### src/hdl/mcid_pkg.sv
// Package for the multi-channel input debouncer.
// Shared widths, configuration register indexes and the lane control type.
// No dependencies.
package mcid_pkg;

    localparam int NUM_CHANNELS = 8;   // lanes built, 1..8
    localparam int DATA_W       = 8;   // pin and status vector width
    localparam int LIMIT_W      = 8;   // per-channel tick limit width
    localparam int CNT_FIELD_W  = 4;   // channel_count register width
    localparam int CFG_DATA_W   = 64;  // widest register
    localparam int CFG_IDX_W    = 2;

    typedef enum logic [CFG_IDX_W-1:0] {
        CFG_CHANNEL_COUNT  = 2'd0,
        CFG_INVERT_MASK    = 2'd1,
        CFG_ASSERT_LIMITS  = 2'd2,
        CFG_RELEASE_LIMITS = 2'd3
    } cfg_addr_t;

    // Per-lane control from the top level for one tick.
    typedef struct packed {
        logic step;    // transaction accepted and channel is in range
        logic active;  // pin level after optional inversion
    } lane_ctrl_t;

endpackage

### src/hdl/mcid_lane.sv
// One debounce lane: assert/release counters and the debounced status bit.
// Depends on mcid_pkg.
module mcid_lane
    import mcid_pkg::*;
(
    input  logic               clk,
    input  logic               rst_n,
    input  lane_ctrl_t         ctrl,
    input  logic [LIMIT_W-1:0] assert_limit,
    input  logic [LIMIT_W-1:0] release_limit,
    output logic               status_next,
    output logic               status
);

    logic [LIMIT_W-1:0] assert_cnt_reg;
    logic [LIMIT_W-1:0] assert_cnt_next;
    logic [LIMIT_W-1:0] release_cnt_reg;
    logic [LIMIT_W-1:0] release_cnt_next;
    logic               status_reg;

    always_comb
    begin
        assert_cnt_next  = assert_cnt_reg;
        release_cnt_next = release_cnt_reg;
        status_next      = status_reg;
        if (ctrl.step)
        begin
            if (ctrl.active)
            begin
                release_cnt_next = '0;
                if (assert_cnt_reg < assert_limit)
                    assert_cnt_next = assert_cnt_reg + LIMIT_W'(1);
                else
                    status_next = 1'b1;
            end
            else
            begin
                assert_cnt_next = '0;
                if (release_cnt_reg < release_limit)
                    release_cnt_next = release_cnt_reg + LIMIT_W'(1);
                else
                    status_next = 1'b0;
            end
        end
    end

    always_ff @(posedge clk or negedge rst_n)
    begin
        if (!rst_n)
        begin
            assert_cnt_reg  <= '0;
            release_cnt_reg <= '0;
            status_reg      <= 1'b0;
        end
        else
        begin
            assert_cnt_reg  <= assert_cnt_next;
            release_cnt_reg <= release_cnt_next;
            status_reg      <= status_next;
        end
    end

    assign status = status_reg;

    // only one direction can be counting at a time
    a_cnt_exclusive: assert property (@(posedge clk) disable iff (!rst_n)
        !(assert_cnt_reg != '0 && release_cnt_reg != '0))
        else $error("both debounce counters nonzero");

    a_status_rise: assert property (@(posedge clk) disable iff (!rst_n)
        (ctrl.step && ctrl.active && !status_reg && assert_cnt_reg >= assert_limit)
        |=> status_reg)
        else $error("status not set at assert limit");

    a_status_fall: assert property (@(posedge clk) disable iff (!rst_n)
        $fell(status_reg) |-> $past(ctrl.step && !ctrl.active))
        else $error("status cleared without an inactive tick");

endmodule

### src/hdl/mcid_merge.sv
// Merge stage: gathers lane status into the result vector and holds it in a
// two-entry output register (output stage plus skid). Depends on mcid_pkg.
module mcid_merge
    import mcid_pkg::*;
(
    input  logic              clk,
    input  logic              rst_n,
    input  logic              push,
    input  logic [DATA_W-1:0] push_data,
    output logic              push_ready,
    output logic              out_valid,
    input  logic              out_ready,
    output logic [DATA_W-1:0] out_data
);

    logic              out_valid_reg;
    logic              skid_valid_reg;
    logic [DATA_W-1:0] out_data_reg;
    logic [DATA_W-1:0] skid_data_reg;
    logic              pop;

    assign pop        = out_valid_reg && out_ready;
    assign push_ready = !skid_valid_reg;

    always_ff @(posedge clk or negedge rst_n)
    begin
        if (!rst_n)
        begin
            out_valid_reg  <= 1'b0;
            skid_valid_reg <= 1'b0;
            out_data_reg   <= '0;
            skid_data_reg  <= '0;
        end
        else
        begin
            if (pop)
            begin
                if (skid_valid_reg)
                begin
                    out_data_reg   <= skid_data_reg;
                    skid_valid_reg <= 1'b0;
                end
                else
                begin
                    out_valid_reg <= push;
                    if (push)
                        out_data_reg <= push_data;
                end
            end
            else if (push)
            begin
                if (out_valid_reg)
                begin
                    skid_data_reg  <= push_data;
                    skid_valid_reg <= 1'b1;
                end
                else
                begin
                    out_data_reg  <= push_data;
                    out_valid_reg <= 1'b1;
                end
            end
        end
    end

    assign out_valid = out_valid_reg;
    assign out_data  = out_data_reg;

    a_skid_implies_out: assert property (@(posedge clk) disable iff (!rst_n)
        skid_valid_reg |-> out_valid_reg)
        else $error("skid entry held with empty output stage");

    a_no_push_when_full: assert property (@(posedge clk) disable iff (!rst_n)
        push |-> !skid_valid_reg)
        else $error("transaction pushed into full output stage");

    a_out_drop_needs_pop: assert property (@(posedge clk) disable iff (!rst_n)
        $fell(out_valid_reg) |-> $past(pop))
        else $error("result dropped without being taken");

endmodule

### src/hdl/multi_channel_input_debouncer_core.sv
// All channel lanes update in parallel; results are registered in the merge stage.
// Throughput: one pin vector per cycle while the skid entry is empty.
// While a result is stalled, the two-entry output stage takes one more transaction.
// Reset (async, rst_n low): counters, status bits and registers clear to zero.
// Top level of the multi-channel input debouncer: config registers, lanes, merge.
// Depends on mcid_pkg, mcid_lane and mcid_merge.
module multi_channel_input_debouncer_core
    import mcid_pkg::*;
(
    input  logic                  clk,
    input  logic                  rst_n,
    input  logic                  s_axis_tvalid,
    output logic                  s_axis_tready,
    input  logic [DATA_W-1:0]     s_axis_tdata,   // [7:0] pin_levels
    output logic                  m_axis_tvalid,
    input  logic                  m_axis_tready,
    output logic [DATA_W-1:0]     m_axis_tdata,   // [7:0] debounced_levels
    input  logic                  cfg_we,
    input  logic [CFG_IDX_W-1:0]  cfg_index,
    input  logic [CFG_DATA_W-1:0] cfg_data
);

    logic [CNT_FIELD_W-1:0] channel_count_reg;
    logic [DATA_W-1:0]      invert_mask_reg;
    logic [CFG_DATA_W-1:0]  assert_limits_reg;
    logic [CFG_DATA_W-1:0]  release_limits_reg;

    logic [CNT_FIELD_W-1:0] count_sat;
    logic                   in_accept;
    logic                   merge_ready;
    logic [DATA_W-1:0]      active_vec;
    logic [DATA_W-1:0]      status_next_vec;
    logic [DATA_W-1:0]      status_vec;

    always_ff @(posedge clk or negedge rst_n)
    begin
        if (!rst_n)
        begin
            channel_count_reg  <= '0;
            invert_mask_reg    <= '0;
            assert_limits_reg  <= '0;
            release_limits_reg <= '0;
        end
        else if (cfg_we)
        begin
            unique case (cfg_addr_t'(cfg_index))
                CFG_CHANNEL_COUNT:  channel_count_reg  <= cfg_data[CNT_FIELD_W-1:0];
                CFG_INVERT_MASK:    invert_mask_reg    <= cfg_data[DATA_W-1:0];
                CFG_ASSERT_LIMITS:  assert_limits_reg  <= cfg_data;
                CFG_RELEASE_LIMITS: release_limits_reg <= cfg_data;
            endcase
        end
    end

    assign count_sat = (channel_count_reg > CNT_FIELD_W'(NUM_CHANNELS))
                     ? CNT_FIELD_W'(NUM_CHANNELS) : channel_count_reg;

    assign s_axis_tready = merge_ready;
    assign in_accept     = s_axis_tvalid && merge_ready;
    assign active_vec    = s_axis_tdata ^ invert_mask_reg;

    genvar ch;
    generate
        for (ch = 0; ch < NUM_CHANNELS; ch++)
        begin : g_lane
            lane_ctrl_t lane_ctrl;

            assign lane_ctrl.step   = in_accept && (CNT_FIELD_W'(ch) < count_sat);
            assign lane_ctrl.active = active_vec[ch];

            mcid_lane u_lane (
                .clk           (clk),
                .rst_n         (rst_n),
                .ctrl          (lane_ctrl),
                .assert_limit  (assert_limits_reg[ch*LIMIT_W +: LIMIT_W]),
                .release_limit (release_limits_reg[ch*LIMIT_W +: LIMIT_W]),
                .status_next   (status_next_vec[ch]),
                .status        (status_vec[ch])
            );
        end
        // channels without a lane never change and read as zero
        for (ch = NUM_CHANNELS; ch < DATA_W; ch++)
        begin : g_unused
            assign status_next_vec[ch] = 1'b0;
            assign status_vec[ch]      = 1'b0;
        end
    endgenerate

    mcid_merge u_merge (
        .clk        (clk),
        .rst_n      (rst_n),
        .push       (in_accept),
        .push_data  (status_next_vec),
        .push_ready (merge_ready),
        .out_valid  (m_axis_tvalid),
        .out_ready  (m_axis_tready),
        .out_data   (m_axis_tdata)
    );

    // with no channel selected a tick leaves status untouched
    a_idle_channels_hold: assert property (@(posedge clk) disable iff (!rst_n)
        (in_accept && count_sat == '0) |=> status_vec == $past(status_vec))
        else $error("status changed with no channels enabled");

    a_push_matches_status: assert property (@(posedge clk) disable iff (!rst_n)
        in_accept |=> status_vec == $past(status_next_vec))
        else $error("lane status diverged from pushed result");

    a_hold_without_accept: assert property (@(posedge clk) disable iff (!rst_n)
        !in_accept |=> $stable(status_vec))
        else $error("lane status changed without a transaction");

endmodule

### config.mk
export PLATFORM = sky130hd
export DESIGN_NAME = multi_channel_input_debouncer_core
export DESIGN_NICKNAME = d
export VERILOG_FILES = /design/src/hdl/mcid_pkg.sv /design/src/hdl/mcid_lane.sv /design/src/hdl/mcid_merge.sv /design/src/hdl/multi_channel_input_debouncer_core.sv
export SDC_FILE = /design/constraint.sdc
export NUM_CORES = 1
export LEC_CHECK = 0
export BUFFER_PORTS_ARGS = -buffer_cell sky130_fd_sc_hd__buf_2
export CORE_MARGIN = 1
export CORE_UTILIZATION = 40
export CTS_CLUSTER_DIAMETER = 200
export DETAILED_ROUTE_END_ITERATION = 7
export RECOVER_POWER = 100
export SYNTH_ARGS = -nofsm -noshare
export SYNTH_HDL_FRONTEND = slang
export SYNTH_SLANG_ARGS = --single-unit
### constraint.sdc
create_clock -name clk -period 4.7 [get_ports clk]
set_input_delay 0.94 -clock clk [delete_from_list [all_inputs] [get_ports clk]]
set_output_delay 0.94 -clock clk [all_outputs]
set_load 0.1 [all_outputs]
* Word level (Yosys, flattened, before mapping)
Cells that the tools add are included.
W data, S select, Z words.
** Operators by class
- Bitwise gates (word level) :: 2
- Mux-type cells :: 76
- Reductions and logical operators :: 47
- $lt $le $gt $ge :: 25
- Eq/ne operators :: 13
- Add/sub/neg operators :: 16
** Operators by type and width (number)
- $mux W8 :: 37
- $add A8 B1 Y8 const B :: 16
- $lt A8 B8 Y1 :: 16
- $reduce_and A2 Y1 :: 22
- $mux W1 :: 38
- $reduce_bool A2 Y1 :: 11
- $lt A3 B4 Y1 const A :: 4
- $ne A2 B1 Y1 const B :: 8
- $logic_and A1 B1 Y1 :: 10
- $lt A1 B4 Y1 const A :: 2
- $lt A2 B4 Y1 const A :: 2
- $xor A8 B8 Y8 :: 1
- $reduce_and A3 Y1 :: 2
- $eq A2 B2 Y1 const B :: 2
- $gt A4 B4 Y1 const B :: 1
- $mux W4 :: 1
- $ne A2 B2 Y1 const B :: 2
- $eq A2 B1 Y1 const B :: 1
- $logic_not A2 Y1 :: 1
- $logic_not A1 Y1 :: 1
- $not A1 Y1 :: 1
** Storage, ports and cells
- Bits in registers :: 294
- Input port bits :: 79
- Output and inout bits :: 10
- Logic and storage cells :: 211

* Longest topological paths before layout
Gate-level depths: netlist of run 1.
- Word-level depth :: 8
- Depth in mapped cells :: 9

* Hierarchy
A second synthesis of run 1 with hierarchy kept.
** Second synthesis, totals
- Cells, all modules :: 1715
- Area, all modules :: 17645.7 um2
** By module, submodules not included
- mcid_lane :: times used 8, area an instance 1423.9 um2, seq. area each 425.4 um2, cells an instance 164
- multi_channel_input_debouncer_core :: times used 1, area an instance 5377.7 um2, seq. area each 3503.4 um2, cells an instance 323
- mcid_merge :: times used 1, area an instance 877.1 um2, seq. area each 450.4 um2, cells an instance 80

* Worst setup path after synthesis of run 1
No wires, ideal clock.
- Kind :: input to register
- From :: input s_axis_tvalid
- To :: register g_lane[3].u_lane.release_cnt_reg[6]
- Arrival :: 2.384 ns
- Data required time :: 4.620 ns
- Stages on the path :: 7
- Library setup time :: 0.080 ns
- Buffers on the path :: 1
- Setup slack :: 2.236 ns
- Path through :: nor2b_1 > buf_2 > o21ai_1 > a311oi_4 > nand4_4 > or3_1 > a21oi_1
** On the way
- Longest elaborated chain between the ends :: 3
** Ends and longest elaborated chain
- from (decl) :: line multi_channel_input_debouncer_core.sv:12 : input logic s_axis_tvalid,
- $logic_and A1 B1 Y1 :: line multi_channel_input_debouncer_core.sv:59 : assign in_accept = s_axis_tvalid && merge_ready;
- $logic_and A1 B1 Y1 :: line multi_channel_input_debouncer_core.sv:68 : assign lane_ctrl.step = in_accept && (CNT_FIELD_W'(ch) < count_sat);
- $reduce_and A2 Y1 (no source line)
- to (signal assigned) :: line mcid_lane.sv:58 : release_cnt_reg <= release_cnt_next;
- to (decl) :: line mcid_lane.sv:17 : logic [LIMIT_W-1:0] release_cnt_reg;
Every way passes these cells.
A chain may end at the register's enable or synchronous reset.

* Final worst setup path of run 1
- From :: input s_axis_tvalid
- To :: register g_lane[3].u_lane.release_cnt_reg[7]
Same word-level chain as after synthesis.

==> results.tsv, run 1 <==
stage	metric	value	unit
route	Antenna Nets Post-Route	0	
placement	Post-DP Area	0.01686	mm2
global_route	maximum number of pins on one net before global-route repair	110	
pwr	Comb power frac	27.2	%
cts	latest clock arrival within the worst-skew pair	0.53	ns
route	met3 wire len	1256	um
sta	final worst clock skew	0.01954	ns
cells_and_area	Layout Cell Area excl Fill	0.01795	mm2
route	post-detailed-routing wire length	34560	um
route	detailed route wirelength on metal2	15580	um
critical_path	worst reg-to-reg path cell count	7	
pwr	Pint	0.005652	W
critical_path	WP data arrival	3.74	ns
sta	actual slew at the worst max-slew pin	2.199	ns
sta	share of the clock period used by the worst path	70.21	%
yosys	Distinct cells, synth	61	
die	Floorplan Core Area	0.03883	mm2
cts	number of clock sinks	294	
yosys	predominant post-synthesis flop cell	sky130_fd_sc_hd__dfrtp_1	
global_route	antenna violations before repair	1	
cells_and_area	share of post-route cells with drive strength above 1	17.89	%
critical_path	Critical Path RT	5.14	ns
yosys	yosys warns	0	
sta	Total Neg Setup Slack	0	ns
cts	cells resized by post-CTS repair	0	
yosys	mean instance size in the synthesized netlist	10.54	um2
cts	clock tree from TritonCTS	built	
sta	Max Freq	303.0	MHz
yosys	Synth Instances	1499	
placement	post-DP HPWL	24470	um
cells_and_area	area growth from synthesis to layout	13.66	%
yosys	count of state elements after synthesis	294	
critical_path	worst setup path category	in2reg	
global_route	GRT Resource Usage Total	17.77	%
cells_and_area	number of nets in the layout	1803	
route	highest metal layer used by the detailed router	met5	
route	violation count after the first detailed-routing iteration	565	
worst_hold_path	path type of the worst min-delay path	reg2reg	
cts	clk root buf	sky130_fd_sc_hd__clkbuf_16	
critical_path	flop-to-flop setup slack	1.55	ns
route	total vias in the final route	11510	
pwr	leakage component of the power	8.579	nW
sta	Final min period	3.300	ns
pwr	pwr/cell area	483.9	mW/mm2
route	routed length on met1	16930	um
sta	RSZ-0062 raised after global routing	false	
cells_and_area	total of fill cells in the finished design	3679	
cts	hold_buf cts	0	
pwr	Flop pwr share	41.0	%
critical_path	startpoint class of the critical path	primary input	
pwr	Clock power frac	31.8	%
cts	clock-pin slew on the worst setup and hold paths	0.06	ns
die	IO Count	89	
critical_path	worst setup path endpoint	g_lane[3].u_lane.release_cnt_reg[7]	
yosys	share of flip-flops with an asynchronous set or reset after synthesis	100.0	%
yosys	proportion of synthesized chip area in sequential cells	46.57	%
yosys	cell area after technology mapping	0.01580	mm2
yosys	area fraction of the dominant cell type after synthesis	46.57	%
die	width of the chip	200.7	um
route	remaining design rule violation count	0	
route	post-DR wirelength/cell	16.16	um
die	chip height	200.7	um
critical_path	worst reg2reg path endpoint	g_lane[3].u_lane.release_cnt_reg[7]	
sta	Max Transition Viols Final	134	
critical_path	category of the worst setup path capture point	flop	
pwr	Total Power Consumption	0.008689	W
sta	total setup violations reported at the end of the flow	0	
pwr	switching share of total power	34.95	%
placement	Buffers on Ports	88	
run	Max-Cap Viols	2	
pwr	worst supply voltage drop on vdd	0.0003261	V
sta	WHS	0.4948	ns
route	detailed-routing iteration count for the pre-antenna-repair pass	5	
yosys	cell types occupying the most area after synthesis	sky130_fd_sc_hd__dfrtp_1 (47%), sky130_fd_sc_hd__mux2_2 (11%), sky130_fd_sc_hd__ha_1 (10%)	
route	via/cell ratio	5.379	
cts	CTS Buffer Depth	3	
sta	final hold violation count	0	
cells_and_area	final std cells w/o fill	2139	
yosys	number of flops mapped to enable cells by yosys	0	
worst_hold_path	hold-critical path depth	1	
global_route	Congestion Overflow GR	0	
placement	Cells after DPL	2077	
die	starting utilization of the core area	40.68	%
cts	number of H-tree levels	2	
yosys	synthesized net count	1706	
yosys	largest area contributor in the netlist	sky130_fd_sc_hd__dfrtp_1	
global_route	first-pass GRT wire length	59140	um
cts	Setup Buffers After CTS	0	
pwr	switching power of the nets	0.003036	W
critical_path	startpoint of the worst setup timing path	s_axis_tvalid	
placement	Final Wtd Congestion	0.8271	
sta	Rel. slew slack	-46.58	%
critical_path	peak fanout along the critical path	9	
cts	CTS buffer count	35	
die	Row Count	72	
run_status	violations in the final reports	capacitance limit, slew limit	
die	total die area	0.04029	mm2
critical_path	reg-to-reg critical path startpoint	u_merge.skid_valid_reg	
worst_hold_path	Hold Crit Start	g_lane[3].u_lane.assert_cnt_reg[7]	
run_status	status	complete, but fails checks	
global_route	vias in the first global route	11550	
cells_and_area	number of diodes added for antenna fixing	0	
==> power by group through the flow <==
stage	combinational, W	clock (W)	sequential (W)
floorplan	0.00161	0	0.00369
detailed placement	0.00240	0	0.00360
finish	0.00236	0.00276	0.00356
CTS	0.00242	0.00284	0.00356
global placement	0.00233	0	0.00359
global route	0.00268	0.00294	0.00366
==> logic make-up (layout without fill, tap and decap cells) <==
logic type | Yosys count | count (layout) | synth area share (%)
and+or+nand+nor | 407 | 407 | 12.91
AOI/OAI and AO/OA | 310 | 310 | 13.05
DFF | 294 | 294 | 46.57
buffers and inverters | 159 | 281 | 3.794
muxes | 152 | 152 | 10.81
adders and majority gates | 128 | 128 | 10.14
xor gates and xnor gates | 49 | 49 | 2.717
==> cell usage in the layout (no fill, tap or decap), drive strengths merged, types with 8 or more instances in the layout <==
| cell | count |
|---|---|
| or3 | 17 |
| xor2 | 41 |
| a22o | 14 |
| xnor2 | 8 |
| nand2 | 104 |
| nor3 | 9 |
| inv | 128 |
| clkinv | 8 |
| and3 | 25 |
| mux2 | 149 |
| nand4 | 39 |
| clkbuf | 65 |
| and2 | 16 |
| nand2b | 18 |
| nor2b | 10 |
| nor2 | 88 |
| a211oi | 14 |
| o31ai | 15 |
| buf | 76 |
| nand3 | 56 |
| a21oi | 58 |
| a32o | 11 |
| ha | 128 |
| o21a | 14 |
| dfrtp | 294 |
| a21o | 20 |
| or4 | 14 |
| o21ai | 100 |
| o211ai | 15 |
==> cell type report <==
class / instances / area [um2] / area share (%)
clock inverter: 14 / 168.9 / 0.9408
clock buffer: 48 / 1006 / 5.603
inverter: 126 / 473.0 / 2.634
tap: 518 / 648.1 / 3.610
timing repair buffer: 93 / 476.7 / 2.655
multi-input combinational: 1046 / 7825 / 43.58
sequential: 294 / 7357 / 40.98
==> how the worst min path moves through the flow <==
stage	slack (ns)	end
floorplan	0.45	g_lane[3].u_lane.assert_cnt_reg[7]
global route	0.51	release_limits_reg[42]
global placement	0.48	assert_limits_reg[0]
CTS	0.43	g_lane[0].u_lane.release_cnt_reg[3]
detailed placement	0.48	g_lane[3].u_lane.assert_cnt_reg[7]
finish	0.49	g_lane[3].u_lane.assert_cnt_reg[7]
==> worst max-delay path, stage by stage <==
cell and delay [ns]:
sky130_fd_sc_hd__clkbuf_1 0.14, sky130_fd_sc_hd__nor2b_1 0.14, sky130_fd_sc_hd__clkbuf_1 0.40, sky130_fd_sc_hd__o21ai_0 0.52, sky130_fd_sc_hd__a311oi_1 0.88, sky130_fd_sc_hd__nand4_4 0.18, sky130_fd_sc_hd__or3_1 0.38, sky130_fd_sc_hd__a21oi_1 0.14
==> cells in the mapped netlist, types with 17 or more instances <==
cell type / instances
sky130_fd_sc_hd__nand3_1: 56
sky130_fd_sc_hd__xor2_1: 41
sky130_fd_sc_hd__clkbuf_1: 30
sky130_fd_sc_hd__and3_1: 25
sky130_fd_sc_hd__nand4_1: 38
sky130_fd_sc_hd__nor2_1: 88
sky130_fd_sc_hd__ha_1: 128
sky130_fd_sc_hd__a21o_1: 20
sky130_fd_sc_hd__nand2b_1: 17
sky130_fd_sc_hd__mux2_2: 149
sky130_fd_sc_hd__inv_1: 126
sky130_fd_sc_hd__dfrtp_1: 294
sky130_fd_sc_hd__a21oi_1: 57
sky130_fd_sc_hd__or3_1: 17
sky130_fd_sc_hd__o21ai_0: 96
sky130_fd_sc_hd__nand2_1: 104
==> routing by layer <==
metal  up-vias  global-route usage (%)
li1       5607                       -
met1      5649                   25.10
met2       194                   28.36
met3        54                   2.711
met4         2                   4.771
met5         -                       0
==> per-stage QoR <==
stage	setup slack [ns]	utilization [%]
after floorplan	2.236	-
after global placement	1.592	43.41
after detailed placement	1.573	43.41
after CTS	1.826	46.44
after global routing	1.094	46.24
final	1.400	46.24
No activity file was read; power rests on OpenSTA's default activity.
==> inputs of run 2 (changes only) <==
==> constraint.sdc (replaced) <==
create_clock -name clk -period 3.46 [get_ports clk]
set_input_delay 0.692 -clock clk [delete_from_list [all_inputs] [get_ports clk]]
set_output_delay 0.692 -clock clk [all_outputs]
set_load 0.1 [all_outputs]
==> results.tsv, run 2 (synthesized netlist as in run 1, its figures left out) <==
stage	metric	value	unit	change
run_status	status	complete, but fails checks		unchanged
run_status	violations in the final reports	capacitance limit, slew limit		unchanged
cts	number of H-tree levels	2		unchanged
sta	actual slew at the worst max-slew pin	2.443	ns	was 2.199 ns
run	Max-Cap Viols	4		was 2
worst_hold_path	worst-case hold path end point	assert_limits_reg[30]		was g_lane[3].u_lane.assert_cnt_reg[7]
global_route	antenna violations before repair	1		unchanged
pwr	Clock power frac	31.3	%	was 31.8%
sta	final worst clock skew	0.01899	ns	was 0.01954 ns
global_route	Congestion Overflow GR	0		unchanged
die	Row Count	72		unchanged
route	violation count after the first detailed-routing iteration	561		was 565
route	post-DR wirelength/cell	16.48	um	was 16.16 um
cts	clk root buf	sky130_fd_sc_hd__clkbuf_16		unchanged
die	chip height	200.7	um	unchanged
placement	worst setup slack before clock tree synthesis	0.6365	ns	was 1.573 ns
cts	latest clock arrival within the worst-skew pair	0.53	ns	about the same
die	Floorplan Core Area	0.03883	mm2	unchanged
cells_and_area	final core area utilization	46.40	%	was 46.24%
route	via/cell ratio	5.413		was 5.379
sta	Final min period	2.996	ns	
placement	Final Wtd Congestion	0.8254		was 0.8271
pwr	Pint	0.007715	W	was 0.005652 W
pwr	pwr/cell area	656.6	mW/mm2	was 483.9 mW/mm2
worst_hold_path	Hold Crit Start	cfg_data[30]		was g_lane[3].u_lane.assert_cnt_reg[7]
pwr	Flop pwr share	40.9	%	was 41.0%
cells_and_area	share of post-route cells with drive strength above 1	18.19	%	was 17.89%
critical_path	Critical Path Slowest Stage Cell	sky130_fd_sc_hd__nand3_1		was sky130_fd_sc_hd__a311oi_1
critical_path	reg-to-reg critical path startpoint	u_merge.skid_valid_reg		unchanged
cells_and_area	most frequent standard cell in the layout excluding fill and tap cells	sky130_fd_sc_hd__dfrtp_1		unchanged
critical_path	WP data arrival	3.39	ns	was 3.74 ns
critical_path	flop-to-flop setup slack	0.49	ns	was 1.55 ns
critical_path	delay of the slowest critical-path stage	1.25	ns	was 0.88 ns
global_route	maximum number of pins on one net before global-route repair	79		was 110
die	total die area	0.04029	mm2	unchanged
cts	clock tree from TritonCTS	built		unchanged
sta	Max Freq	333.8	MHz	
route	post-detailed-routing wire length	35450	um	was 34560 um
critical_path	worst setup path category	in2reg		unchanged
sta	final hold violation count	0		unchanged
sta	total setup violations reported at the end of the flow	0		unchanged
pwr	worst supply voltage drop on vdd	0.0003934	V	was 0.0003261 V
route	remaining design rule violation count	0		unchanged
route	total vias in the final route	11640		was 11510
critical_path	worst reg-to-reg path cell count	7		unchanged
cells_and_area	Layout Cell Area excl Fill	0.01801	mm2	was 0.01795 mm2
placement	post-DP HPWL	25360	um	was 24470 um
cells_and_area	most frequent cells in the layout	sky130_fd_sc_hd__dfrtp_1 (294), sky130_fd_sc_hd__mux2_2 (149), sky130_fd_sc_hd__ha_1 (128)		unchanged
critical_path	Critical Path RT	3.85	ns	was 5.14 ns
placement	Buffers on Ports	88		unchanged
global_route	first-pass GRT wire length	60180	um	was 59140 um
sta	share of the clock period used by the worst path	86.59	%	
critical_path	peak fanout along the critical path	34		was 9
cts	clock-pin slew on the worst setup and hold paths	0.06	ns	about the same
critical_path	startpoint class of the critical path	primary input		unchanged
placement	Post-DP Area	0.01698	mm2	was 0.01686 mm2
placement	Cells after DPL	2092		was 2077
cells_and_area	final std cells w/o fill	2151		was 2139
route	detailed-routing iteration count for the pre-antenna-repair pass	5		unchanged
cts	CTS buffer count	36		was 35
cts	hold_buf cts	0		unchanged
cts	cells resized by post-CTS repair	0		unchanged
die	IO Count	89		unchanged
critical_path	category of the worst setup path capture point	flop		unchanged
global_route	vias in the first global route	11840		was 11550
sta	Total Neg Setup Slack	0	ns	unchanged
pwr	leakage component of the power	8.613	nW	was 8.579 nW
cells_and_area	number of nets in the layout	1819		was 1803
pwr	switching power of the nets	0.004113	W	was 0.003036 W
cts	CTS Buffer Depth	3		unchanged
route	Antenna Nets Post-Route	0		unchanged
worst_hold_path	path type of the worst min-delay path	in2reg		was reg2reg
global_route	GRT Resource Usage Total	18.19	%	was 17.77%
sta	Rel. slew slack	-62.89	%	was -46.58%
critical_path	worst reg2reg path endpoint	g_lane[3].u_lane.release_cnt_reg[7]		unchanged
worst_hold_path	hold-critical path depth	2		was 1
cts	number of clock sinks	294		unchanged
sta	RSZ-0062 raised after global routing	false		unchanged
pwr	switching share of total power	34.77	%	was 34.95%
cells_and_area	number of diodes added for antenna fixing	0		unchanged
die	width of the chip	200.7	um	unchanged
critical_path	cells along the critical path	clkbuf_1, nand3_1, clkbuf_4, mux2_2		was clkbuf_1, nor2b_1, clkbuf_1, o21ai_0, a311oi_1, nand4_4, or3_1, a21oi_1
pwr	Comb power frac	27.8	%	was 27.2%
cells_and_area	area growth from synthesis to layout	14.04	%	was 13.66%
die	starting utilization of the core area	40.68	%	unchanged
cts	Setup Buffers After CTS	0		unchanged
sta	fin worst setup slack	0.4639	ns	was 1.400 ns
sta	Max Transition Viols Final	175		was 134
==> run 2: cell types whose count changed in the layout (fill, tap and decap cells not counted), moves of 2 or more <==
cell / change
sky130_fd_sc_hd__buf_4: +8
sky130_fd_sc_hd__clkbuf_1: +4
sky130_fd_sc_hd__clkinv_2: -4
sky130_fd_sc_hd__clkbuf_2: +3
sky130_fd_sc_hd__clkbuf_8: +2
==> run 2: worst max-delay path by stage <==
stage / endpoint / slack (ns) / from / cells past startpoint
finish: release_limits_reg[60] / 0.46 / cfg_index[1] / 4
global route: g_lane[3].u_lane.release_cnt_reg[7] / 0.21 / u_merge.skid_valid_reg / 7
CTS: g_lane[4].u_lane.assert_cnt_reg[7] / 0.66 / g_lane[4].u_lane.assert_cnt_reg[2] / 7
detailed placement: g_lane[4].u_lane.assert_cnt_reg[7] / 0.64 / g_lane[4].u_lane.assert_cnt_reg[2] / 7
global placement: u_merge.skid_data_reg[0] / 0.75 / s_axis_tvalid / 7
floorplan: g_lane[6].u_lane.assert_cnt_reg[5] / 1.11 / g_lane[6].u_lane.assert_cnt_reg[2] / 7
==> run 2: final cells by class <==
cell class,instances,area [um2]
inverters,126,473.0
flip-flops and latches,294,7357
clock buffers,53,1066
clock inverters,6,83.83
fillers,3644,20810
repair buffers,108,571.8
multi-input cells,1046,7815
well taps,518,648.1
==> run 2: metal layers <==
metal,track usage [%],share of wire (%),vias up
met1,25.13,48,5743
met4,4.771,1.8,2
met5,0,0.037,-
met2,29.72,46,199
met3,2.841,3.7,48
li1,-,-,5652
==> run 2: critical path, delay by kind of cell <==
kind,cells,cell delay [ns]
buffers and inverters,2,1.01
and+or+nand+nor,1,1.25
muxes,1,0.39
==> run 2: metrics by stage <==
step / hold WS, ns / total power, W
3_3_place_gp: 0.4831 / 0.008106
2_1_floorplan: 0.3964 / 0.007196
4_1_cts: 0.1872 / 0.01201
6_report: 0.4100 / 0.01183
3_5_place_dp: 0.4872 / 0.008225
5_1_grt: 0.4055 / 0.01267
==> run 2: power groups by stage <==
stage | Combinational [W] | Sequential [W] | Clock (W)
3_5_place_dp | 0.00334 | 0.00489 | 0
6_report | 0.00329 | 0.00484 | 0.00370
4_1_cts | 0.00336 | 0.00484 | 0.00381
5_1_grt | 0.00375 | 0.00496 | 0.00395
3_3_place_gp | 0.00325 | 0.00486 | 0
2_1_floorplan | 0.00218 | 0.00501 | 0
